File: src/rtl/fdrh_pkg.sv
`timescale 1ns / 1ps
// ----------------------------------------------------------------------------
// fdrh_pkg
// Shared types and constants of the flood dedup / rate / hop filter.
// ----------------------------------------------------------------------------
package fdrh_pkg;

    localparam int CACHE_DEPTH = 16;
    localparam int NUM_FACES   = 16;
    localparam int IDX_W       = $clog2(CACHE_DEPTH);

    localparam int ID_W     = 64;
    localparam int FACE_W   = 4;
    localparam int HOP_W    = 8;
    localparam int TIME_W   = 32;
    localparam int MASK_W   = 16;
    localparam int RATE_W   = 16;
    localparam int VERD_W   = 3;

    localparam int IN_DATA_W  = 112;
    localparam int IN_USER_W  = 2;
    localparam int OUT_DATA_W = 24;
    localparam int OUT_USER_W = 4;

    localparam int PADDR_W = 5;
    localparam int PDATA_W = 32;

    localparam logic [MASK_W-1:0] FACE_LIMIT =
        (NUM_FACES >= MASK_W) ? {MASK_W{1'b1}}
                              : MASK_W'((64'd1 << NUM_FACES) - 64'd1);

    typedef enum logic [2:0] {
        REG_RATE_LIMIT  = 3'd0,
        REG_RATE_WINDOW = 3'd1,
        REG_DEDUP_AGE   = 3'd2,
        REG_DEF_HOP     = 3'd3,
        REG_FACE_UP     = 3'd4
    } reg_idx_t;

    typedef enum logic [VERD_W-1:0] {
        VERDICT_MISSING   = 3'd0,
        VERDICT_DUPLICATE = 3'd1,
        VERDICT_RATE      = 3'd2,
        VERDICT_HOP       = 3'd3,
        VERDICT_FLOOD     = 3'd4
    } verdict_t;

    typedef enum logic [1:0] {
        ST_IDLE,
        ST_SCAN,
        ST_COMMIT,
        ST_EMIT
    } state_t;

    typedef struct packed {
        logic [RATE_W-1:0] rate_limit;
        logic [TIME_W-1:0] rate_window_ms;
        logic [TIME_W-1:0] dedup_age_ms;
        logic [HOP_W-1:0]  default_hop_limit;
        logic [MASK_W-1:0] face_up_mask;
    } cfg_t;

    typedef struct packed {
        logic load;
        logic step;
        logic commit;
        logic out_load;
    } dp_cmd_t;

    typedef struct packed {
        logic present;
        logic scan_last;
    } dp_stat_t;

endpackage

File: src/rtl/fdrh_regs.sv
`timescale 1ns / 1ps
// ----------------------------------------------------------------------------
// fdrh_regs
// Configuration register file behind the APB port.
// ----------------------------------------------------------------------------
module fdrh_regs
(
    input  logic                           clk,
    input  logic                           rst_n,
    input  logic                           psel,
    input  logic                           penable,
    input  logic                           pwrite,
    input  logic [fdrh_pkg::PADDR_W-1:0]   paddr,
    input  logic [fdrh_pkg::PDATA_W-1:0]   pwdata,
    output logic [fdrh_pkg::PDATA_W-1:0]   prdata,
    output logic                           pready,
    output fdrh_pkg::cfg_t                 cfg
);

    fdrh_pkg::cfg_t   cfg_reg;
    fdrh_pkg::reg_idx_t sel;
    logic             wr_en;

    assign pready = 1'b1;
    assign sel    = fdrh_pkg::reg_idx_t'(paddr[fdrh_pkg::PADDR_W-1:2]);
    assign wr_en  = psel && penable && pwrite && pready;
    assign cfg    = cfg_reg;

    always_ff @(posedge clk or negedge rst_n)
    begin
        if (!rst_n)
        begin
            cfg_reg.rate_limit        <= 16'd100;
            cfg_reg.rate_window_ms    <= 32'd1000;
            cfg_reg.dedup_age_ms      <= 32'd5000;
            cfg_reg.default_hop_limit <= 8'd3;
            cfg_reg.face_up_mask      <= 16'd0;
        end
        else if (wr_en)
        begin
            unique case (sel)
                fdrh_pkg::REG_RATE_LIMIT:  cfg_reg.rate_limit <= pwdata[15:0];
                fdrh_pkg::REG_RATE_WINDOW: cfg_reg.rate_window_ms <= pwdata;
                fdrh_pkg::REG_DEDUP_AGE:   cfg_reg.dedup_age_ms <= pwdata;
                fdrh_pkg::REG_DEF_HOP:     cfg_reg.default_hop_limit <= pwdata[7:0];
                fdrh_pkg::REG_FACE_UP:     cfg_reg.face_up_mask <= pwdata[15:0];
                default: ;
            endcase
        end
    end

    always_comb
    begin
        unique case (sel)
            fdrh_pkg::REG_RATE_LIMIT:  prdata = {16'd0, cfg_reg.rate_limit};
            fdrh_pkg::REG_RATE_WINDOW: prdata = cfg_reg.rate_window_ms;
            fdrh_pkg::REG_DEDUP_AGE:   prdata = cfg_reg.dedup_age_ms;
            fdrh_pkg::REG_DEF_HOP:     prdata = {24'd0, cfg_reg.default_hop_limit};
            fdrh_pkg::REG_FACE_UP:     prdata = {16'd0, cfg_reg.face_up_mask};
            default:                   prdata = '0;
        endcase
    end

endmodule

File: src/rtl/fdrh_ctrl.sv
`timescale 1ns / 1ps
// ----------------------------------------------------------------------------
// fdrh_ctrl
// Sequencer: accept, cache scan, commit, hand result to the output register.
// ----------------------------------------------------------------------------
module fdrh_ctrl
(
    input  logic                clk,
    input  logic                rst_n,
    input  logic                s_tvalid,
    output logic                s_tready,
    output logic                m_tvalid,
    input  logic                m_tready,
    input  fdrh_pkg::dp_stat_t  stat,
    output fdrh_pkg::dp_cmd_t   cmd
);

    fdrh_pkg::state_t state_reg;
    fdrh_pkg::state_t state_next;
    logic             out_valid_reg;
    logic             out_valid_next;

    assign m_tvalid = out_valid_reg;

    always_ff @(posedge clk or negedge rst_n)
    begin
        if (!rst_n)
        begin
            state_reg     <= fdrh_pkg::ST_IDLE;
            out_valid_reg <= 1'b0;
        end
        else
        begin
            state_reg     <= state_next;
            out_valid_reg <= out_valid_next;
        end
    end

    always_comb
    begin
        state_next   = state_reg;
        cmd          = '0;
        s_tready     = 1'b0;
        out_valid_next = out_valid_reg && !m_tready;
        unique case (state_reg)
            fdrh_pkg::ST_IDLE:
            begin
                s_tready = 1'b1;
                if (s_tvalid)
                begin
                    cmd.load   = 1'b1;
                    state_next = fdrh_pkg::ST_SCAN;
                end
            end
            fdrh_pkg::ST_SCAN:
            begin
                if (!stat.present)
                    state_next = fdrh_pkg::ST_EMIT;
                else
                begin
                    cmd.step = 1'b1;
                    if (stat.scan_last)
                        state_next = fdrh_pkg::ST_COMMIT;
                end
            end
            fdrh_pkg::ST_COMMIT:
            begin
                cmd.commit = 1'b1;
                state_next = fdrh_pkg::ST_EMIT;
            end
            fdrh_pkg::ST_EMIT:
            begin
                if (!out_valid_reg || m_tready)
                begin
                    cmd.out_load   = 1'b1;
                    out_valid_next = 1'b1;
                    state_next     = fdrh_pkg::ST_IDLE;
                end
            end
            default: state_next = fdrh_pkg::ST_IDLE;
        endcase
    end

endmodule

File: src/rtl/fdrh_dp.sv
`timescale 1ns / 1ps
// ----------------------------------------------------------------------------
// fdrh_dp
// Datapath: id cache with purge and replacement, rate window, result forming.
// ----------------------------------------------------------------------------
module fdrh_dp
(
    input  logic                              clk,
    input  logic                              rst_n,
    input  fdrh_pkg::cfg_t                    cfg,
    input  fdrh_pkg::dp_cmd_t                 cmd,
    output fdrh_pkg::dp_stat_t                stat,
    input  logic [fdrh_pkg::ID_W-1:0]         flood_id,
    input  logic                              fields_present,
    input  logic [fdrh_pkg::FACE_W-1:0]       ingress_face,
    input  logic                              hop_tag_present,
    input  logic [fdrh_pkg::HOP_W-1:0]        hop_tag,
    input  logic [fdrh_pkg::TIME_W-1:0]       now_ms,
    output logic [fdrh_pkg::VERD_W-1:0]       verdict,
    output logic                              path_update,
    output logic [fdrh_pkg::MASK_W-1:0]       out_face_mask,
    output logic [fdrh_pkg::HOP_W-1:0]        out_hop_limit
);

    localparam int D = fdrh_pkg::CACHE_DEPTH;
    localparam int W = fdrh_pkg::IDX_W;

    logic [fdrh_pkg::ID_W-1:0]   cache_ids_reg    [D];
    logic [fdrh_pkg::TIME_W-1:0] cache_stamps_reg [D];
    logic [D-1:0]                cache_valid_reg;
    logic [D-1:0]                stale_reg;

    logic [fdrh_pkg::ID_W-1:0]   id_reg;
    logic                        present_reg;
    logic [fdrh_pkg::FACE_W-1:0] face_reg;
    logic                        tag_present_reg;
    logic [fdrh_pkg::HOP_W-1:0]  tag_reg;
    logic [fdrh_pkg::TIME_W-1:0] now_reg;

    logic [W-1:0]                idx_reg;
    logic                        hit_reg;
    logic                        free_found_reg;
    logic [W-1:0]                free_idx_reg;
    logic [W-1:0]                oldest_idx_reg;
    logic [fdrh_pkg::TIME_W-1:0] oldest_age_reg;

    logic [fdrh_pkg::RATE_W-1:0] window_count_reg;
    logic [fdrh_pkg::TIME_W-1:0] window_start_reg;

    fdrh_pkg::verdict_t          res_verdict_reg;
    logic                        res_update_reg;
    logic [fdrh_pkg::MASK_W-1:0] res_mask_reg;
    logic [fdrh_pkg::HOP_W-1:0]  res_hop_reg;

    fdrh_pkg::verdict_t          out_verdict_reg;
    logic                        out_update_reg;
    logic [fdrh_pkg::MASK_W-1:0] out_mask_reg;
    logic [fdrh_pkg::HOP_W-1:0]  out_hop_reg;

    logic                        e_valid;
    logic [fdrh_pkg::TIME_W-1:0] e_age;
    logic                        e_match;
    logic                        e_stale;
    logic                        e_free;
    logic [W-1:0]                slot;
    logic [fdrh_pkg::TIME_W-1:0] win_elapsed;
    logic                        win_expired;
    logic [fdrh_pkg::RATE_W-1:0] cnt_eff;

    assign stat.present   = present_reg;
    assign stat.scan_last = (idx_reg == W'(D - 1));

    assign e_valid = cache_valid_reg[idx_reg];
    assign e_age   = now_reg - cache_stamps_reg[idx_reg];
    assign e_match = e_valid && (cache_ids_reg[idx_reg] == id_reg);
    assign e_stale = e_valid && (e_age > cfg.dedup_age_ms);
    assign e_free  = !e_valid || e_stale;

    assign slot        = free_found_reg ? free_idx_reg : oldest_idx_reg;
    assign win_elapsed = now_reg - window_start_reg;
    assign win_expired = win_elapsed > cfg.rate_window_ms;
    assign cnt_eff     = win_expired ? '0 : window_count_reg;

    // item capture and scan bookkeeping
    always_ff @(posedge clk)
    begin
        if (cmd.load)
        begin
            id_reg          <= flood_id;
            present_reg     <= fields_present;
            face_reg        <= ingress_face;
            tag_present_reg <= hop_tag_present;
            tag_reg         <= hop_tag;
            now_reg         <= now_ms;
            idx_reg         <= '0;
            hit_reg         <= 1'b0;
            free_found_reg  <= 1'b0;
            free_idx_reg    <= '0;
            oldest_idx_reg  <= '0;
            oldest_age_reg  <= '0;
        end
        else if (cmd.step)
        begin
            idx_reg            <= idx_reg + 1'b1;
            hit_reg            <= hit_reg || e_match;
            stale_reg[idx_reg] <= e_stale;
            if (e_free && !free_found_reg)
            begin
                free_found_reg <= 1'b1;
                free_idx_reg   <= idx_reg;
            end
            if (!e_free && ((idx_reg == '0) || (e_age > oldest_age_reg)))
            begin
                oldest_idx_reg <= idx_reg;
                oldest_age_reg <= e_age;
            end
        end
    end

    // cache payload, no reset
    always_ff @(posedge clk)
    begin
        if (cmd.commit && !hit_reg)
        begin
            cache_ids_reg[slot]    <= id_reg;
            cache_stamps_reg[slot] <= now_reg;
        end
    end

    always_ff @(posedge clk or negedge rst_n)
    begin
        if (!rst_n)
        begin
            cache_valid_reg  <= '0;
            window_count_reg <= '0;
            window_start_reg <= '0;
        end
        else if (cmd.commit && !hit_reg)
        begin
            for (int i = 0; i < D; i++)
                cache_valid_reg[i] <= (cache_valid_reg[i] && !stale_reg[i])
                                      || (slot == W'(i));
            if (win_expired)
                window_start_reg <= now_reg;
            if (cnt_eff >= cfg.rate_limit)
                window_count_reg <= cnt_eff;
            else
                window_count_reg <= cnt_eff + 1'b1;
        end
    end

    // result forming
    always_ff @(posedge clk)
    begin
        if (cmd.load)
        begin
            res_verdict_reg <= fdrh_pkg::VERDICT_MISSING;
            res_update_reg  <= 1'b0;
            res_mask_reg    <= '0;
            res_hop_reg     <= '0;
        end
        else if (cmd.commit)
        begin
            if (hit_reg)
            begin
                res_verdict_reg <= fdrh_pkg::VERDICT_DUPLICATE;
                res_update_reg  <= 1'b0;
                res_mask_reg    <= '0;
                res_hop_reg     <= '0;
            end
            else if (cnt_eff >= cfg.rate_limit)
            begin
                res_verdict_reg <= fdrh_pkg::VERDICT_RATE;
                res_update_reg  <= 1'b1;
                res_mask_reg    <= '0;
                res_hop_reg     <= '0;
            end
            else if (tag_present_reg && (tag_reg == '0))
            begin
                res_verdict_reg <= fdrh_pkg::VERDICT_HOP;
                res_update_reg  <= 1'b1;
                res_mask_reg    <= '0;
                res_hop_reg     <= '0;
            end
            else
            begin
                res_verdict_reg <= fdrh_pkg::VERDICT_FLOOD;
                res_update_reg  <= 1'b1;
                res_mask_reg    <= cfg.face_up_mask & fdrh_pkg::FACE_LIMIT
                                   & ~(fdrh_pkg::MASK_W'(1) << face_reg);
                res_hop_reg     <= tag_present_reg ? tag_reg - 1'b1
                                                   : cfg.default_hop_limit;
            end
        end
    end

    // output register
    always_ff @(posedge clk)
    begin
        if (cmd.out_load)
        begin
            out_verdict_reg <= res_verdict_reg;
            out_update_reg  <= res_update_reg;
            out_mask_reg    <= res_mask_reg;
            out_hop_reg     <= res_hop_reg;
        end
    end

    assign verdict       = out_verdict_reg;
    assign path_update   = out_update_reg;
    assign out_face_mask = out_mask_reg;
    assign out_hop_limit = out_hop_reg;

endmodule

File: src/rtl/flood_dedup_rate_hop_filter_unit.sv
`timescale 1ns / 1ps
// ----------------------------------------------------------------------------
// flood_dedup_rate_hop_filter_unit
// Flood filter: missing-field drop, duplicate suppression, rate and hop limit.
// ----------------------------------------------------------------------------
// Steps: accept and capture the input beat, a 16-step cache scan (one entry
// a cycle), commit, output load; a packet without its fields skips the scan
// steps and commit, and output load waits while the output beat is stalled.
// One item is processed at a time, one more may wait in the output register.
// Reset: asynchronous, clears cache valid bits, rate window, controller state
// and output valid, and loads config defaults; datapath data is not reset.
module flood_dedup_rate_hop_filter_unit
(
    input  logic                                clk,
    input  logic                                rst_n,
    // tdata: flood_id[63:0], ingress_face[67:64], hop_tag[75:68],
    //        now_ms[107:76], zero pad
    input  logic [fdrh_pkg::IN_DATA_W-1:0]      s_tdata,
    // tuser: fields_present[0], hop_tag_present[1]
    input  logic [fdrh_pkg::IN_USER_W-1:0]      s_tuser,
    input  logic                                s_tvalid,
    output logic                                s_tready,
    // tdata: out_face_mask[15:0], out_hop_limit[23:16]
    output logic [fdrh_pkg::OUT_DATA_W-1:0]     m_tdata,
    // tuser: verdict[2:0], path_update[3]
    output logic [fdrh_pkg::OUT_USER_W-1:0]     m_tuser,
    output logic                                m_tvalid,
    input  logic                                m_tready,
    input  logic                                psel,
    input  logic                                penable,
    input  logic                                pwrite,
    input  logic [fdrh_pkg::PADDR_W-1:0]        paddr,
    input  logic [fdrh_pkg::PDATA_W-1:0]        pwdata,
    output logic [fdrh_pkg::PDATA_W-1:0]        prdata,
    output logic                                pready
);

    fdrh_pkg::cfg_t              cfg;
    fdrh_pkg::dp_cmd_t           cmd;
    fdrh_pkg::dp_stat_t          stat;
    logic [fdrh_pkg::VERD_W-1:0] verdict;
    logic                        path_update;
    logic [fdrh_pkg::MASK_W-1:0] out_face_mask;
    logic [fdrh_pkg::HOP_W-1:0]  out_hop_limit;

    fdrh_regs u_regs
    (
        .clk     (clk),
        .rst_n   (rst_n),
        .psel    (psel),
        .penable (penable),
        .pwrite  (pwrite),
        .paddr   (paddr),
        .pwdata  (pwdata),
        .prdata  (prdata),
        .pready  (pready),
        .cfg     (cfg)
    );

    fdrh_ctrl u_ctrl
    (
        .clk      (clk),
        .rst_n    (rst_n),
        .s_tvalid (s_tvalid),
        .s_tready (s_tready),
        .m_tvalid (m_tvalid),
        .m_tready (m_tready),
        .stat     (stat),
        .cmd      (cmd)
    );

    fdrh_dp u_dp
    (
        .clk             (clk),
        .rst_n           (rst_n),
        .cfg             (cfg),
        .cmd             (cmd),
        .stat            (stat),
        .flood_id        (s_tdata[63:0]),
        .fields_present  (s_tuser[0]),
        .ingress_face    (s_tdata[67:64]),
        .hop_tag_present (s_tuser[1]),
        .hop_tag         (s_tdata[75:68]),
        .now_ms          (s_tdata[107:76]),
        .verdict         (verdict),
        .path_update     (path_update),
        .out_face_mask   (out_face_mask),
        .out_hop_limit   (out_hop_limit)
    );

    assign m_tdata = {out_hop_limit, out_face_mask};
    assign m_tuser = {path_update, verdict};

endmodule

File: config.mk
export PLATFORM = sky130hd
export DESIGN_NAME = flood_dedup_rate_hop_filter_unit
export DESIGN_NICKNAME = d
export VERILOG_FILES = /design/src/rtl/fdrh_pkg.sv /design/src/rtl/fdrh_regs.sv /design/src/rtl/fdrh_ctrl.sv /design/src/rtl/fdrh_dp.sv /design/src/rtl/flood_dedup_rate_hop_filter_unit.sv
export SDC_FILE = /design/constraint.sdc
export NUM_CORES = 2
export LEC_CHECK = 0
export BUFFER_PORTS_ARGS = -buffer_cell sky130_fd_sc_hd__buf_2
export CAP_MARGIN = 20
export CORE_ASPECT_RATIO = 1.2
export CORE_UTILIZATION = 62
export CTS_CLUSTER_SIZE = 8
export DETAILED_ROUTE_END_ITERATION = 7
export PLACE_DENSITY_LB_ADDON = 0.08
export SETUP_SLACK_MARGIN = 0.02
export SKIP_CTS_REPAIR_TIMING = 1
export SLEW_MARGIN = 20
export SYNTH_ARGS = -nofsm -noshare
export SYNTH_HDL_FRONTEND = slang
export SYNTH_SLANG_ARGS = --single-unit
File: constraint.sdc
create_clock -name clk -period 9.9 [get_ports clk]
set_input_delay 1.98 -clock clk [delete_from_list [all_inputs] [get_ports clk]]
set_output_delay 1.98 -clock clk [all_outputs]
set_load 0.03 [all_outputs]
==> results by group <==
Outcome
  • Status: complete, no violations

Logic synthesis
  • Cells after Synth: 4700
  • Syn avg cell area: 17.3 um^2
  • Ys Warns: 0
  • Synth async-reset ratio: 8.82%
  • EDFF count, synth: 1690
  • Yosys top cell area share: 62.6%
  • Syn Nets: 5044
  • Most used DFF post-synth: edfxtp_1
  • Seq/Total Area, Yosys: 69.8%
  • Most frequent cells after synthesis: 1690 x edfxtp_1, 393 x mux4_2, 231 x inv_1, 218 x nand2_1, 187 x nor2_1
  • Main area contributors after synthesis: edfxtp_1 63%, mux4_2 11%, dfrtp_1 4.8%, ha_1 2.8%, mux2i_1 2.1%
  • FF+latch count, synth: 1939
  • Most common cell in the netlist: edfxtp_1
  • Synth unique cells: 86
  • Largest area contributor in the netlist: edfxtp_1
  • Synth Cell Area: 81100 um^2

Power and ir drop
  • PwrDens: 316 nW/um^2
  • Worst vdd ir: 0.213 mV
  • Power Total: 29.1 mW
  • Leakage: 32.1 nW

Placement
  • Placed instance area: 84200 um^2
  • Placer Congestion: 0.914
  • DP HPWL: 117 mm
  • PortBufs: 213
  • Placed instance count: 6497

Global routing
  • Initial antenna violation count: 4
  • First-pass GRT wire length: 292 mm
  • Grt total ovfl: 0
  • Vias in the first global route: 45.2k
  • Largest net degree at the start of global routing: 123
  • Overall Global Routing Usage: 30.4%

Floorplanning
  • Die Y: 398 um
  • Initial Utilization: 62.4%
  • Row count: 145
  • Overall die width: 332 um
  • DIE AREA: 132000 um^2
  • Core area: 130000 um^2
  • # IOs: 221

Layout
  • Fillers: 8157
  • Finished Layout Cells: 6878
  • Area Growth Syn to Fin: 13.6%
  • Share of cells above drive strength 1: 22.1%
  • Non-Filler Cell Area, Final: 92100 um^2
  • Nets: 5445
  • Max reg flops: 1024

CTS
  • Root buffer cell: clkbuf_16
  • # H-tree levels: 5
  • Reg clk slew, reported paths: 0.05 ns
  • CTS tree: done
  • # clock sinks: 1939
  • Clock latency on the worst-skew pair: 0.90 ns
  • CTS max path bufs: 4
  • Total CTS buffers: 292

Min path
  • Hold Path Cell Cnt: 0
  • Hold wc startpoint: u_dp.res_mask_reg[1]$_SDFFE_PP0N_
  • Hold path endpoint: u_dp.out_face_mask[1]$_DFFE_PP_
  • Hold crit path type: reg -> reg

Worst setup path
  • FF-to-FF path depth: 27
  • Critical path startpoint category: register
  • Required time of the critical path: 10.65 ns
  • Worst setup EP type: register
  • Max FO, Critical Path: 26
  • Reg2reg start: u_dp.now_reg[4]$_DFFE_PP_
  • FF-to-FF setup slack: 1.53 ns
  • Critical Path AT: 9.12 ns
  • Reg2reg end: u_dp.res_mask_reg[1]$_SDFFE_PP0N_
  • Critical path class: reg -> reg

Routing
  • DRT iter0 DRCs: 4799
  • Vias per cell: 6.47
  • Drt pass-1 iters: 5
  • Total number of vias: 44.5k
  • Wirelength per Cell: 28.8 um
  • Final wirelength: 198 mm
  • Remaining antenna violation count: 0
  • Residual DRC: 0

STA
  • Final Hold Violating Endpoints: 0
  • Slew @ Worst Pin: 1.09 ns
  • Final clock skew: 0.0793 ns
  • Final Max Tran Viols: 0
  • Hold slack: 0.415 ns
  • Slew HR: 27.1%
  • RSZ-0062 raised after global routing: false
  • Setup TNS: 0 ns
  • Final count of negative-setup-slack endpoints: 0
  • Tmin final: 8.37 ns
  • Final period util: 84.5%
  • Fmax: 120 MHz

Job
  • Max-cap viol count: 0
-- layout by cell type (no fill, tap or decap), types with 28 or more instances in the layout --
cell type and n:
edfxtp_1 1690, mux4_2 393, clkbuf_16 300, inv_1 230, nand2_1 218, buf_2 212
ha_1 184, mux2i_1 174, nor2_1 169, o21ai_0 162, a21oi_1 160, dfrtp_1 155
mux2_2 82, buf_4 82, xnor2_1 81, dfxtp_1 74, clkbuf_1 72, a21o_1 70
o22ai_1 59, nand3_1 58, xor2_1 49, nand4_1 39, nor3_1 34, nand2b_1 30
o211ai_1 28
-- layout make-up --
| type | instances | area [um^2] | share of cell area, % |
|---|---|---|---|
| Sequential cell | 1939 | 56600 | 61.5 |
| Timing Repair Buffer | 304 | 1860 | 2.02 |
| Tap cell | 1690 | 2110 | 2.30 |
| Multi-Input combinational cell | 2328 | 22700 | 24.7 |
| Antenna cell | 2 | 5.00 | 0.00543 |
| Inverter | 236 | 898 | 0.975 |
| Clock inverter | 7 | 82.6 | 0.0897 |
| Clock buffer | 372 | 7780 | 8.44 |
-- cell families after synthesis --
family | Yosys count | synth area share [%]
muxes | 652 | 14.3
buffers and inverters | 433 | 2.33
xor gates and xnor gates | 130 | 1.40
AOI/OAI and AO/OA | 676 | 5.32
DFF | 1939 | 69.8
and+or+nand+nor | 683 | 3.95
other | 1 | 0.00462
adders and majority gates | 186 | 2.89
-- metrics by stage --
step	worst slack [ns]	utilization, %
detailed placement	1.65	64.9
global placement	1.68	64.8
global route	0.865	70.9
floorplan	2.98	-
CTS	1.51	70.9
finish	1.53	70.9
-- report_power, final --
part	total, mW	switching, mW	internal (mW)
clock	8.63	3.24	5.39
combinational	10.0	5.80	4.21
sequential	10.5	0.670	9.84
total	29.1	9.70	19.4
-- layer usage --
layer / GRT usage [%] / routed length (um) / vias to the layer above
met5: 0 / 29 / -
met4: 13.2 / 8080 / 4
met3: 4.86 / 12500 / 384
met2: 52.2 / 102000 / 1850
met1: 38.5 / 75300 / 22954
li1: - / - / 19309
-- worst max-delay path, cell delays in order, from the launching register on --
cell and delay (ns):
edfxtp_1 0.79, ha_1 0.43, a2111o_1 0.48, o211a_1 0.28, a221o_1 0.36, a31oi_1 0.61
o21ai_0 0.29, o41ai_1 0.43, o21ai_0 0.20, xnor2_1 0.16, ha_1 0.31, nand4_1 0.16
nor3_1 0.28, nand2_1 0.07, nor4_1 0.35, a21o_1 0.58, nand2_1 0.17, ha_1 0.31
nand2b_1 0.14, a21o_1 0.17, a21o_1 0.16, a21o_1 0.17, a21oi_1 0.16, o21ai_1 0.29
nor2b_1 0.20, buf_4 0.29, o311ai_0 0.18, a21oi_1 0.18
-- how the worst max path moves through the flow --
stage / end / from
final: u_dp.res_mask_reg[1]$_SDFFE_PP0N_ / u_dp.now_reg[4]$_DFFE_PP_
after global routing: u_dp.res_mask_reg[1]$_SDFFE_PP0N_ / u_dp.now_reg[4]$_DFFE_PP_
after global placement: u_dp.res_mask_reg[13]$_SDFFE_PP0N_ / u_dp.now_reg[4]$_DFFE_PP_
after CTS: u_dp.res_mask_reg[1]$_SDFFE_PP0N_ / u_dp.now_reg[4]$_DFFE_PP_
after detailed placement: u_dp.res_mask_reg[1]$_SDFFE_PP0N_ / u_dp.now_reg[4]$_DFFE_PP_
after floorplan: u_dp.oldest_age_reg[21]$_SDFFE_PP0P_ / register
No activity file was read; power rests on OpenSTA's default activity.
